<file path="config.mk">
export PLATFORM = sky130hd
export DESIGN_NAME = vtpd_div_cell
export DESIGN_NICKNAME = d
export VERILOG_FILES = /design/src/hdl/vtpd_pkg.sv /design/src/hdl/vtpd_div_cell.sv
export SDC_FILE = /design/constraint.sdc
export NUM_CORES = 1
export LEC_CHECK = 0
export ABC_AREA = 1
export ABC_CLOCK_PERIOD_IN_PS = 2050
export BUFFER_PORTS_ARGS = -buffer_cell sky130_fd_sc_hd__buf_2
export CORE_AREA = 4 4 560 562
export DETAILED_ROUTE_END_ITERATION = 12
export DIE_AREA = 0 0 564 566
export GPL_ROUTABILITY_DRIVEN = 0
export GPL_TIMING_DRIVEN = 0
export PLACE_DENSITY = 0.31
export SYNTH_ARGS = -nofsm -noshare
export SYNTH_HDL_FRONTEND = slang
export SYNTH_SLANG_ARGS = --single-unit
</file>
<file path="constraint.sdc">
create_clock -name clk_i -period 2.05 [get_ports clk_i]
set_clock_uncertainty 0.05 [all_clocks]
set_input_delay 0.41 -clock clk_i [delete_from_list [all_inputs] [get_ports clk_i]]
set_output_delay 0.41 -clock clk_i [all_outputs]
set_load 0.02 [all_outputs]
</file>
<file path="src/hdl/vtpd_pkg.sv">
// Shared types, constants and helpers for the vertex transform core.
package vtpd_pkg;

  localparam int unsigned FracBits  = 16;
  localparam int unsigned VecSize   = 4;
  localparam int unsigned WordW     = 32;
  localparam int unsigned CoefCnt   = VecSize * VecSize;
  localparam int unsigned IdxW      = $clog2(CoefCnt);
  localparam int unsigned ProdW     = 2 * WordW;
  localparam int unsigned SumW      = ProdW + 2;
  // numerator (p << FracBits) width
  localparam int unsigned NumW      = WordW + FracBits;
  // quotient magnitude width: one bit per shift-subtract cell
  localparam int unsigned QuoW      = NumW;
  localparam int unsigned DivCells  = QuoW;
  localparam int unsigned CompW     = 2;  // bits of component index

  localparam logic signed [WordW-1:0] S32Max = {1'b0, {(WordW-1){1'b1}}};
  localparam logic signed [WordW-1:0] S32Min = {1'b1, {(WordW-1){1'b0}}};
  localparam logic [WordW-1:0] OneFix = WordW'(1) << FracBits;

  typedef enum logic {
    ReqLoad      = 1'b0,
    ReqTransform = 1'b1
  } req_type_e;

  typedef logic signed [WordW-1:0] word_t;
  typedef word_t vec_t [VecSize];

  // One divider lane's payload as it walks down the cell row
  typedef struct packed {
    logic [NumW-1:0]  rem;    // partial remainder (magnitude)
    logic [NumW-1:0]  num;    // remaining numerator bits, msb first
    logic [QuoW-1:0]  quo;    // quotient bits so far
    logic [WordW-1:0] den;    // |w|
    logic             neg;    // sign of the final quotient
  } div_lane_t;

  // Side data of one vertex traveling with the divider lanes
  typedef struct packed {
    logic valid;
    logic wzero;
    logic sat;
  } div_tag_t;

  // Clamp a wide signed value to the word range, report clamping
  function automatic word_t clamp_word(input logic signed [SumW-1:0] v,
                                       output logic sat);
    word_t r;
    sat = 1'b0;
    r   = v[WordW-1:0];
    if (v > SumW'(S32Max)) begin
      sat = 1'b1;
      r   = S32Max;
    end else if (v < $signed({{(SumW-WordW){1'b1}}, S32Min})) begin
      sat = 1'b1;
      r   = S32Min;
    end
    return r;
  endfunction

endpackage

</file>
<file path="src/hdl/vtpd_div_cell.sv">
// One restoring-division step for all four lanes of a vertex.
module vtpd_div_cell
  import vtpd_pkg::*;
(
  input  logic      clk_i,
  input  logic      rst_ni,
  input  logic      en_i,
  input  div_tag_t  tag_i,
  input  div_lane_t lane_i [VecSize],
  output div_tag_t  tag_o,
  output div_lane_t lane_o [VecSize]
);

  div_lane_t lane_d [VecSize];
  div_lane_t lane_q [VecSize];
  div_tag_t  tag_q;

  // shift in the next numerator bit, subtract the divisor if it fits
  always_comb begin
    for (int l = 0; l < VecSize; l++) begin
      logic [NumW:0] trial;
      trial = {lane_i[l].rem, lane_i[l].num[NumW-1]};
      lane_d[l]     = lane_i[l];
      lane_d[l].num = {lane_i[l].num[NumW-2:0], 1'b0};
      if (trial >= {{(NumW+1-WordW){1'b0}}, lane_i[l].den}) begin
        lane_d[l].rem = NumW'(trial - {{(NumW+1-WordW){1'b0}}, lane_i[l].den});
        lane_d[l].quo = {lane_i[l].quo[QuoW-2:0], 1'b1};
      end else begin
        lane_d[l].rem = trial[NumW-1:0];
        lane_d[l].quo = {lane_i[l].quo[QuoW-2:0], 1'b0};
      end
    end
  end

  always_ff @(posedge clk_i or negedge rst_ni) begin
    if (!rst_ni) begin
      tag_q <= '0;
    end else if (en_i) begin
      tag_q <= tag_i;
    end
  end

  always_ff @(posedge clk_i) begin
    if (en_i) begin
      lane_q <= lane_d;
    end
  end

  assign tag_o  = tag_q;
  assign lane_o = lane_q;

endmodule

</file>
### After elaboration in Yosys (flattened, before gate mapping)

Cells that the tools add are included.
Widths: inputs -> output; s select.

* register bits: 707
* output and inout port bits: 711
* logic and storage cells: 39

* $add $sub $neg: 4
* order comparisons: 4
* muxes and demuxes: 8

Operators by type and width (count)
* $ge 49x32->1: 4
* $mux 48: 4
* $sub 48x32->48: 4
* $mux 1: 4

### Depth between registers and ports, before layout

Gate-level depths: netlist (run 1).

* word-level depth: 2
* depth in mapped cells: 17
* depth with buffers taken out: 16

### Worst setup path after synthesis (run 1)

Ideal clock, no wire load.

* kind: input-to-reg
* start point: in lane_i[305] (netlist name)
* end point: reg lane_q (netlist bit lane_o[338]), data pin
* setup time: 0.249 ns
* arrival time: 1.900 ns
* path slack: -0.149 ns
* stages: 15
* path buffers: 0
* path through: inv_1 > ha_1 > fa_1 > inv_1 > nand3_1 > nand3_1 > nand2_1 > nand2_1 > nand2_1 > nand2_1 > nand3_1 > nand3_1 > nand2_1 > nand2_1 > inv_1

RTL lines
* start, declared: line vtpd_div_cell.sv:9 `input div_lane_t lane_i [VecSize],`
* end signal, assigned: line vtpd_div_cell.sv:45 `lane_q <= lane_d;`
* end, declared: line vtpd_div_cell.sv:15 `div_lane_t lane_q [VecSize];`

### Worst setup path in the final report (run 1)

* start point: reg lane_q (netlist bit lane_o[284])
* end point: out lane_o[284] (netlist name)

RTL lines
* end, declared: line vtpd_div_cell.sv:11 `output div_lane_t lane_o [VecSize]`

No word-level cell between the ends.

==> results_dict.tcl, run 1 <==
set metrics [dict create \
    status "finished, violations left" \
    violations "setup timing" \
    dp_hpwl_mm 221 \
    yosysTopAreaCell "edfxtp_1" \
    syn_avg_cell_area_sq_um 8.54 \
    synthArstFlopShare_pct 0.424 \
    critPathBufInv 1 \
    drv_cap 0 \
    setup_tns_ns -0.558 \
    numCtsBuffers 103 \
    clk_path_buf_depth 4 \
    layout_setup_ws_ns -0.208 \
    postRouteAntennaNets 0 \
    crit_path_max_incr_delay_ns 0.73 \
    worst_slew_pin_slew_ns 0.809 \
    synthTopCellsByCount "nand2_1 (1736), inv_1 (908), edfxtp_1 (704), nor2_1 (328), nand3_1 (246)" \
    final_nets 7653 \
    cp-start-kind "register" \
    track_usage_pct 15.7 \
    h-tree-depth 3 \
    antenna_found_initial 140 \
    cts_sinks 707 \
    dp.cells 10083 \
    root_buffer "clkbuf_16" \
    cp.required_ns 1.59 \
    grt_max_degree 111 \
    ys_seq_area_share_pct 54.8 \
    wirelength_mm 262 \
    grt_setup_unrepaired "true" \
    leakage_uw 0.0294 \
    setup_viol 8 \
    synth_cell_types 39 \
    finalHoldViolations 0 \
    maxSlewHeadroom_pct 45.9 \
    dieArea_sq_um 319000 \
    wl_per_cell_um 23.7 \
    finalNonFillerCells 11061 \
    postSynthCellCount 4537 \
    slew_violations 0 \
    ys_seq_elements 707 \
    end_kind "output pin" \
    drive_above_1_share_pct 30.7 \
    cts_tree "built" \
    initial_utilization_pct 12.6 \
    ys.flop_type "edfxtp_1" \
    ys_warn_count 0 \
    whs_ns 0.0396 \
    cp_top_family "flip-flops" \
    path_class "register to output pin" \
    netlist_area_sq_um 38700 \
    fin_crit_sh_pct 110 \
    dr.pass1.iters 6 \
    hold_class "input pin to register" \
    finalInstanceArea_sq_um 64800 \
    core_sq_um 308000 \
    synth_area_leaders "edfxtp_1 (55%), nand2_1 (17%), inv_1 (8.8%)" \
    fp.dieH_um 566 \
    vias_per_cell 3.56 \
    first_global_vias 40471 \
    p_per_area_nw_per_um2 751 \
    synth.most_common_cell "nand2_1" \
    io_pins 1425 \
    grt_pass1_wl_mm 346 \
    slowest_stage "edfxtp_1" \
    n_fill_cell 34672 \
    drc 0 \
    gr-total-overflow 0 \
    placed_cell_area_sq_um 53200 \
    cp_data_arrival_time_ns 1.80 \
    crit_fanout 1 \
    synth_top_area_share_pct 54.6 \
    fin_crit_ns 2.26 \
    portBuffers 1416 \
    worstSkewPairLatency_ns 0.77 \
    synth-edff-count 704 \
    num_rows 204 \
    vias 39423 \
    drtIter0Drc 2252 \
    die_width_um 564 \
    fmax_mhz 443 \
    path_clk_slew_ns 0.06 \
    area_delta_synth_final_pct 67.4 \
    peakVddDrop_uv 627 \
    worstPathCellList "buf_6" \
]
==> cell type report <==
type / count / area, sq um / area share [%]
plain buffers: 33 / 382 / 0.589
flip-flops and latches: 707 / 21200 / 32.7
well taps: 4120 / 5150 / 7.95
clock buffers: 109 / 2620 / 4.04
multi-input cells: 2876 / 16000 / 24.7
clock inverters: 79 / 762 / 1.18
repair buffers: 2162 / 15000 / 23.1
repair inverters: 1 / 8.76 / 0.0135
diodes: 51 / 128 / 0.197
inverters: 923 / 3550 / 5.48
==> layer usage <==
| layer | vias to the layer above | routed length (um) | track usage (%) |
|---|---|---|---|
| met4 | 60 | 8380 | 4.24 |
| met3 | 331 | 18700 | 3.91 |
| met5 | - | 355 | 0 |
| met1 | 18739 | 99100 | 17.2 |
| li1 | 18918 | - | - |
| met2 | 1375 | 136000 | 29.5 |
==> cell families (layout without fill, tap and decap cells) <==
kind of cell / Yosys count / after routing / synth area share [%]
adder cells (fa/ha/maj): 132 / 132 / 4.34
XOR/XNOR: 75 / 75 / 1.70
AO/OA/AOI/OAI: 154 / 154 / 2.61
buffers and inverters: 958 / 3307 / 9.80
AND/OR/NAND/NOR: 2507 / 2508 / 26.7
other: 1 / 55 / 0.00968
multiplexers: 3 / 3 / 0.0872
flip-flops: 707 / 707 / 54.8
==> power by group <==
part	switching [uW]	internal (uW)
logic	7920	4240
clock network	7820	10700
registers	482	17500
==> path summary, 6_finish.rpt <==
check                                  from     endpoint  slack (ns)  depth (start not counted)
worst max-delay path            lane_o[284]  lane_o[284]       -0.21                          1
worst min-delay path            lane_i[675]  lane_o[676]        0.04                          3
worst max register to register     tag_o[0]     tag_o[0]        1.23                          1
worst min register to register     tag_o[2]     tag_o[2]        0.46                          1
max in group asynchronous            rst_ni     tag_o[2]        1.34                          3
min in group asynchronous            rst_ni     tag_o[1]        0.46                          3
==> metrics by stage <==
stage               worst slack (ns)  util (%)  total power (uW)
floorplan                    -0.0193         -             23600
detailed placement             -1.29      17.3             29300
global route                  -0.293      21.0             51300
global placement              -13.47      17.2             29700
finish                        -0.208      21.0             48700
CTS                           -0.426      20.7             50000
==> flip-flops by register name (all words and copies together), names as in the netlist <==
| name | cells |
|---|---|
| tag_o | 3 |
| lane_o | 704 |
==> cell usage in the layout (no fill, tap or decap), types with 67 or more instances in the layout <==
cell / instances
nand2_1: 1645
nand3_1: 231
xor2_1: 67
clkbuf_16: 105
ha_4: 118
buf_2: 1354
nand4_1: 82
a21oi_1: 71
inv_1: 869
edfxtp_1: 704
nor2_1: 290
dlygate4sd3_1: 695
nand2_2: 84
==> what timing repair did <==
| item | 4_1_cts | 5_1_grt |
|---|---|---|
| buffers inserted | 2 | 33 |
| resized for setup | 105 | 103 |
| hold buffers | 698 | 5 |
| pin swaps | 5 | 30 |
| setup endpoints to repair | 78 | 159 |
| cloned | 1 | 3 |
| hold endpoints to repair | 755 | 17 |
Note: power is estimated with default switching activity, not from simulation.
==> inputs of run 2 (changes only) <==
--- a/config.mk
+++ b/config.mk
@@ -8,12 +8,15 @@
 export ABC_AREA = 1
 export ABC_CLOCK_PERIOD_IN_PS = 2050
 export BUFFER_PORTS_ARGS = -buffer_cell sky130_fd_sc_hd__buf_2
-export CORE_AREA = 4 4 560 562
+export CELL_PAD_IN_SITES_DETAIL_PLACEMENT = 1
+export CELL_PAD_IN_SITES_GLOBAL_PLACEMENT = 2
+export CORE_AREA = 4 4 556 558
 export DETAILED_ROUTE_END_ITERATION = 12
-export DIE_AREA = 0 0 564 566
+export DIE_AREA = 0 0 560 562
 export GPL_ROUTABILITY_DRIVEN = 0
 export GPL_TIMING_DRIVEN = 0
-export PLACE_DENSITY = 0.31
+export PLACE_DENSITY = 0.45
+export SLEW_MARGIN = 20
 export SYNTH_ARGS = -nofsm -noshare
 export SYNTH_HDL_FRONTEND = slang
 export SYNTH_SLANG_ARGS = --single-unit
==> run 2 against run 1 <==
- the run still ends with setup timing left
- fmax is 8.0% higher
- sequential cell count stayed put
- clock power is 8% lower
- die area is 1.4% lower
- power is 1.9% lower
- critical path type unchanged
- final area is 0.50% lower
- global-route usage is 1.4 points higher
- largest cell class unchanged
- final cell count is 1.5% lower
- clock-buffer cell count is 8 higher
==> results_dict.tcl, run 2 (same netlist as run 1, synthesis figures left out) <==
set metrics [dict create \
    peakVddDrop_uv 612 \
    drive_above_1_share_pct 31.0 \
    area_delta_synth_final_pct 66.5 \
    combinationalPowerShare_pct 26.2 \
    setup_viol 10 \
    regArea_sq_um 21200 \
    multi_input_area_sq_um 16200 \
    vias 39639 \
    vias_per_cell 3.64 \
    cts_tree "built" \
    final_nets 7617 \
    io_pins 1425 \
    dr.pass1.iters 5 \
    n_fill_cell 35975 \
    dp_hpwl_mm 239 \
    placed_cell_area_sq_um 53100 \
    grt_pass1_wl_mm 370 \
    finalInstanceArea_sq_um 64500 \
    num_rows 203 \
    cp-start-kind "register" \
    drv_cap 0 \
    initial_utilization_pct 12.7 \
    portBuffers 1416 \
    crit_fanout 1 \
    switching_share_pct 34.2 \
    whs_ns 0.0846 \
    end_kind "output pin" \
    wl_per_cell_um 25.8 \
    dieArea_sq_um 315000 \
    dp_slack_ns -1.26 \
    cp.required_ns 1.59 \
    fin_crit_sh_pct 102 \
    antenna_found_initial 132 \
    intPower_uw 31400 \
    fmax_mhz 479 \
    cp_top_family "flip-flops" \
    p_total_uw 47700 \
    worst_slew_pin_slew_ns 0.712 \
    worstPathCellList "buf_6" \
    grt_setup_unrepaired "true" \
    gr-total-overflow 0 \
    p_switching_uw 16300 \
    final_cell_mix "nand2_1 (1635), buf_2 (1319), inv_1 (868), edfxtp_1 (704), dlygate4sd3_1 (682)" \
    seqPwrFrac_pct 37.9 \
    hold_class "input pin to register" \
    layout_setup_ws_ns -0.0397 \
    violations "setup timing" \
    wirelength_mm 281 \
    status "finished, violations left" \
    path_class "register to output pin" \
    slowest_stage "edfxtp_1" \
    fin_crit_ns 2.09 \
    clk_path_buf_depth 4 \
    core_sq_um 305000 \
    die_width_um 560 \
    leakage_uw 0.0291 \
    postRouteAntennaNets 0 \
    drtIter0Drc 2508 \
    h-tree-depth 3 \
    fp.dieH_um 562 \
    slew_violations 0 \
    largest_register_ffs 704 \
    finalHoldViolations 0 \
    track_usage_pct 17.1 \
    pwr-share-clk_pct 35.9 \
    first_global_vias 41919 \
    maxSlewHeadroom_pct 52.2 \
    worstSkewPairLatency_ns 0.82 \
    final_common_cell "nand2_1" \
    drc 0 \
    path_clk_slew_ns 0.06 \
    crit_path_max_incr_delay_ns 0.58 \
    critPathBufInv 1 \
    root_buffer "clkbuf_16" \
    grt_max_degree 94 \
    numCtsBuffers 101 \
    cp_data_arrival_time_ns 1.63 \
    p_per_area_nw_per_um2 740 \
    cts_sinks 707 \
]
[run 2: routing by layer]
layer	global-route usage (%)	wire, um
met1	21.0	117000
met2	28.1	129000
met3	5.86	24600
met4	5.14	8780
met5	0.678	571
[run 2: path summary, 6_finish.rpt]
path / startpoint / end / slack, ns / cells past startpoint
worst min register to register: tag_o[0] / tag_o[0] / 0.45 / 1
worst min-delay path: lane_i[165] / lane_o[166] / 0.08 / 3
max in group asynchronous: rst_ni / tag_o[0] / 1.40 / 3
worst max register to register: tag_o[2] / tag_o[2] / 1.26 / 1
worst max-delay path: lane_o[649] / lane_o[649] / -0.04 / 1
min in group asynchronous: rst_ni / tag_o[2] / 0.41 / 3
[run 2: power by group through the flow]
| stage | Sequential, uW | Combinational [uW] | Clock [uW] |
|---|---|---|---|
| floorplan | 20000 | 3650 | 0 |
| global placement | 18700 | 11200 | 0 |
| detailed placement | 18400 | 11200 | 0 |
| CTS | 18100 | 12700 | 18000 |
| global route | 18200 | 13500 | 18500 |
| finish | 18100 | 12500 | 17100 |
[run 2: cell type report]
type,count,share of cell area (%)
Sequential cell,707,32.9
Inverter,923,5.51
Multi-Input combinational cell,2876,25.1
Antenna cell,48,0.186
Buffer,35,0.665
Clock inverter,60,0.793
Timing Repair Buffer,2127,23.1
Clock buffer,117,4.01
Tap cell,3997,7.75
[run 2: repair_timing]
action                                  CTS  global route
cloned                                    2             1
gates resized for setup                 204           109
pin swaps                                 3            18
endpoints found under the hold margin   722             0
hold buffers                            683             0
setup buffers                             5            14
endpoints found under the setup margin  277           177
[run 2: worst min-delay path: cells and delay by family]
family,cells,cell delay (ns)
buffers and inverters,1,0.14
AND/OR/NAND/NOR,1,0.12
AO/OA/AOI/OAI,1,0.08
[run 2: through the flow]
stage                      TNS, ns  instances  utilization (%)
after floorplan             -0.258       4540                -
after global placement    -8973.43       9953             17.4
after detailed placement   -435.93       9961             17.4
after CTS                    -3.72      10828             21.0
after global routing         -2.22      10873             21.2
final                       -0.196      10890             21.2
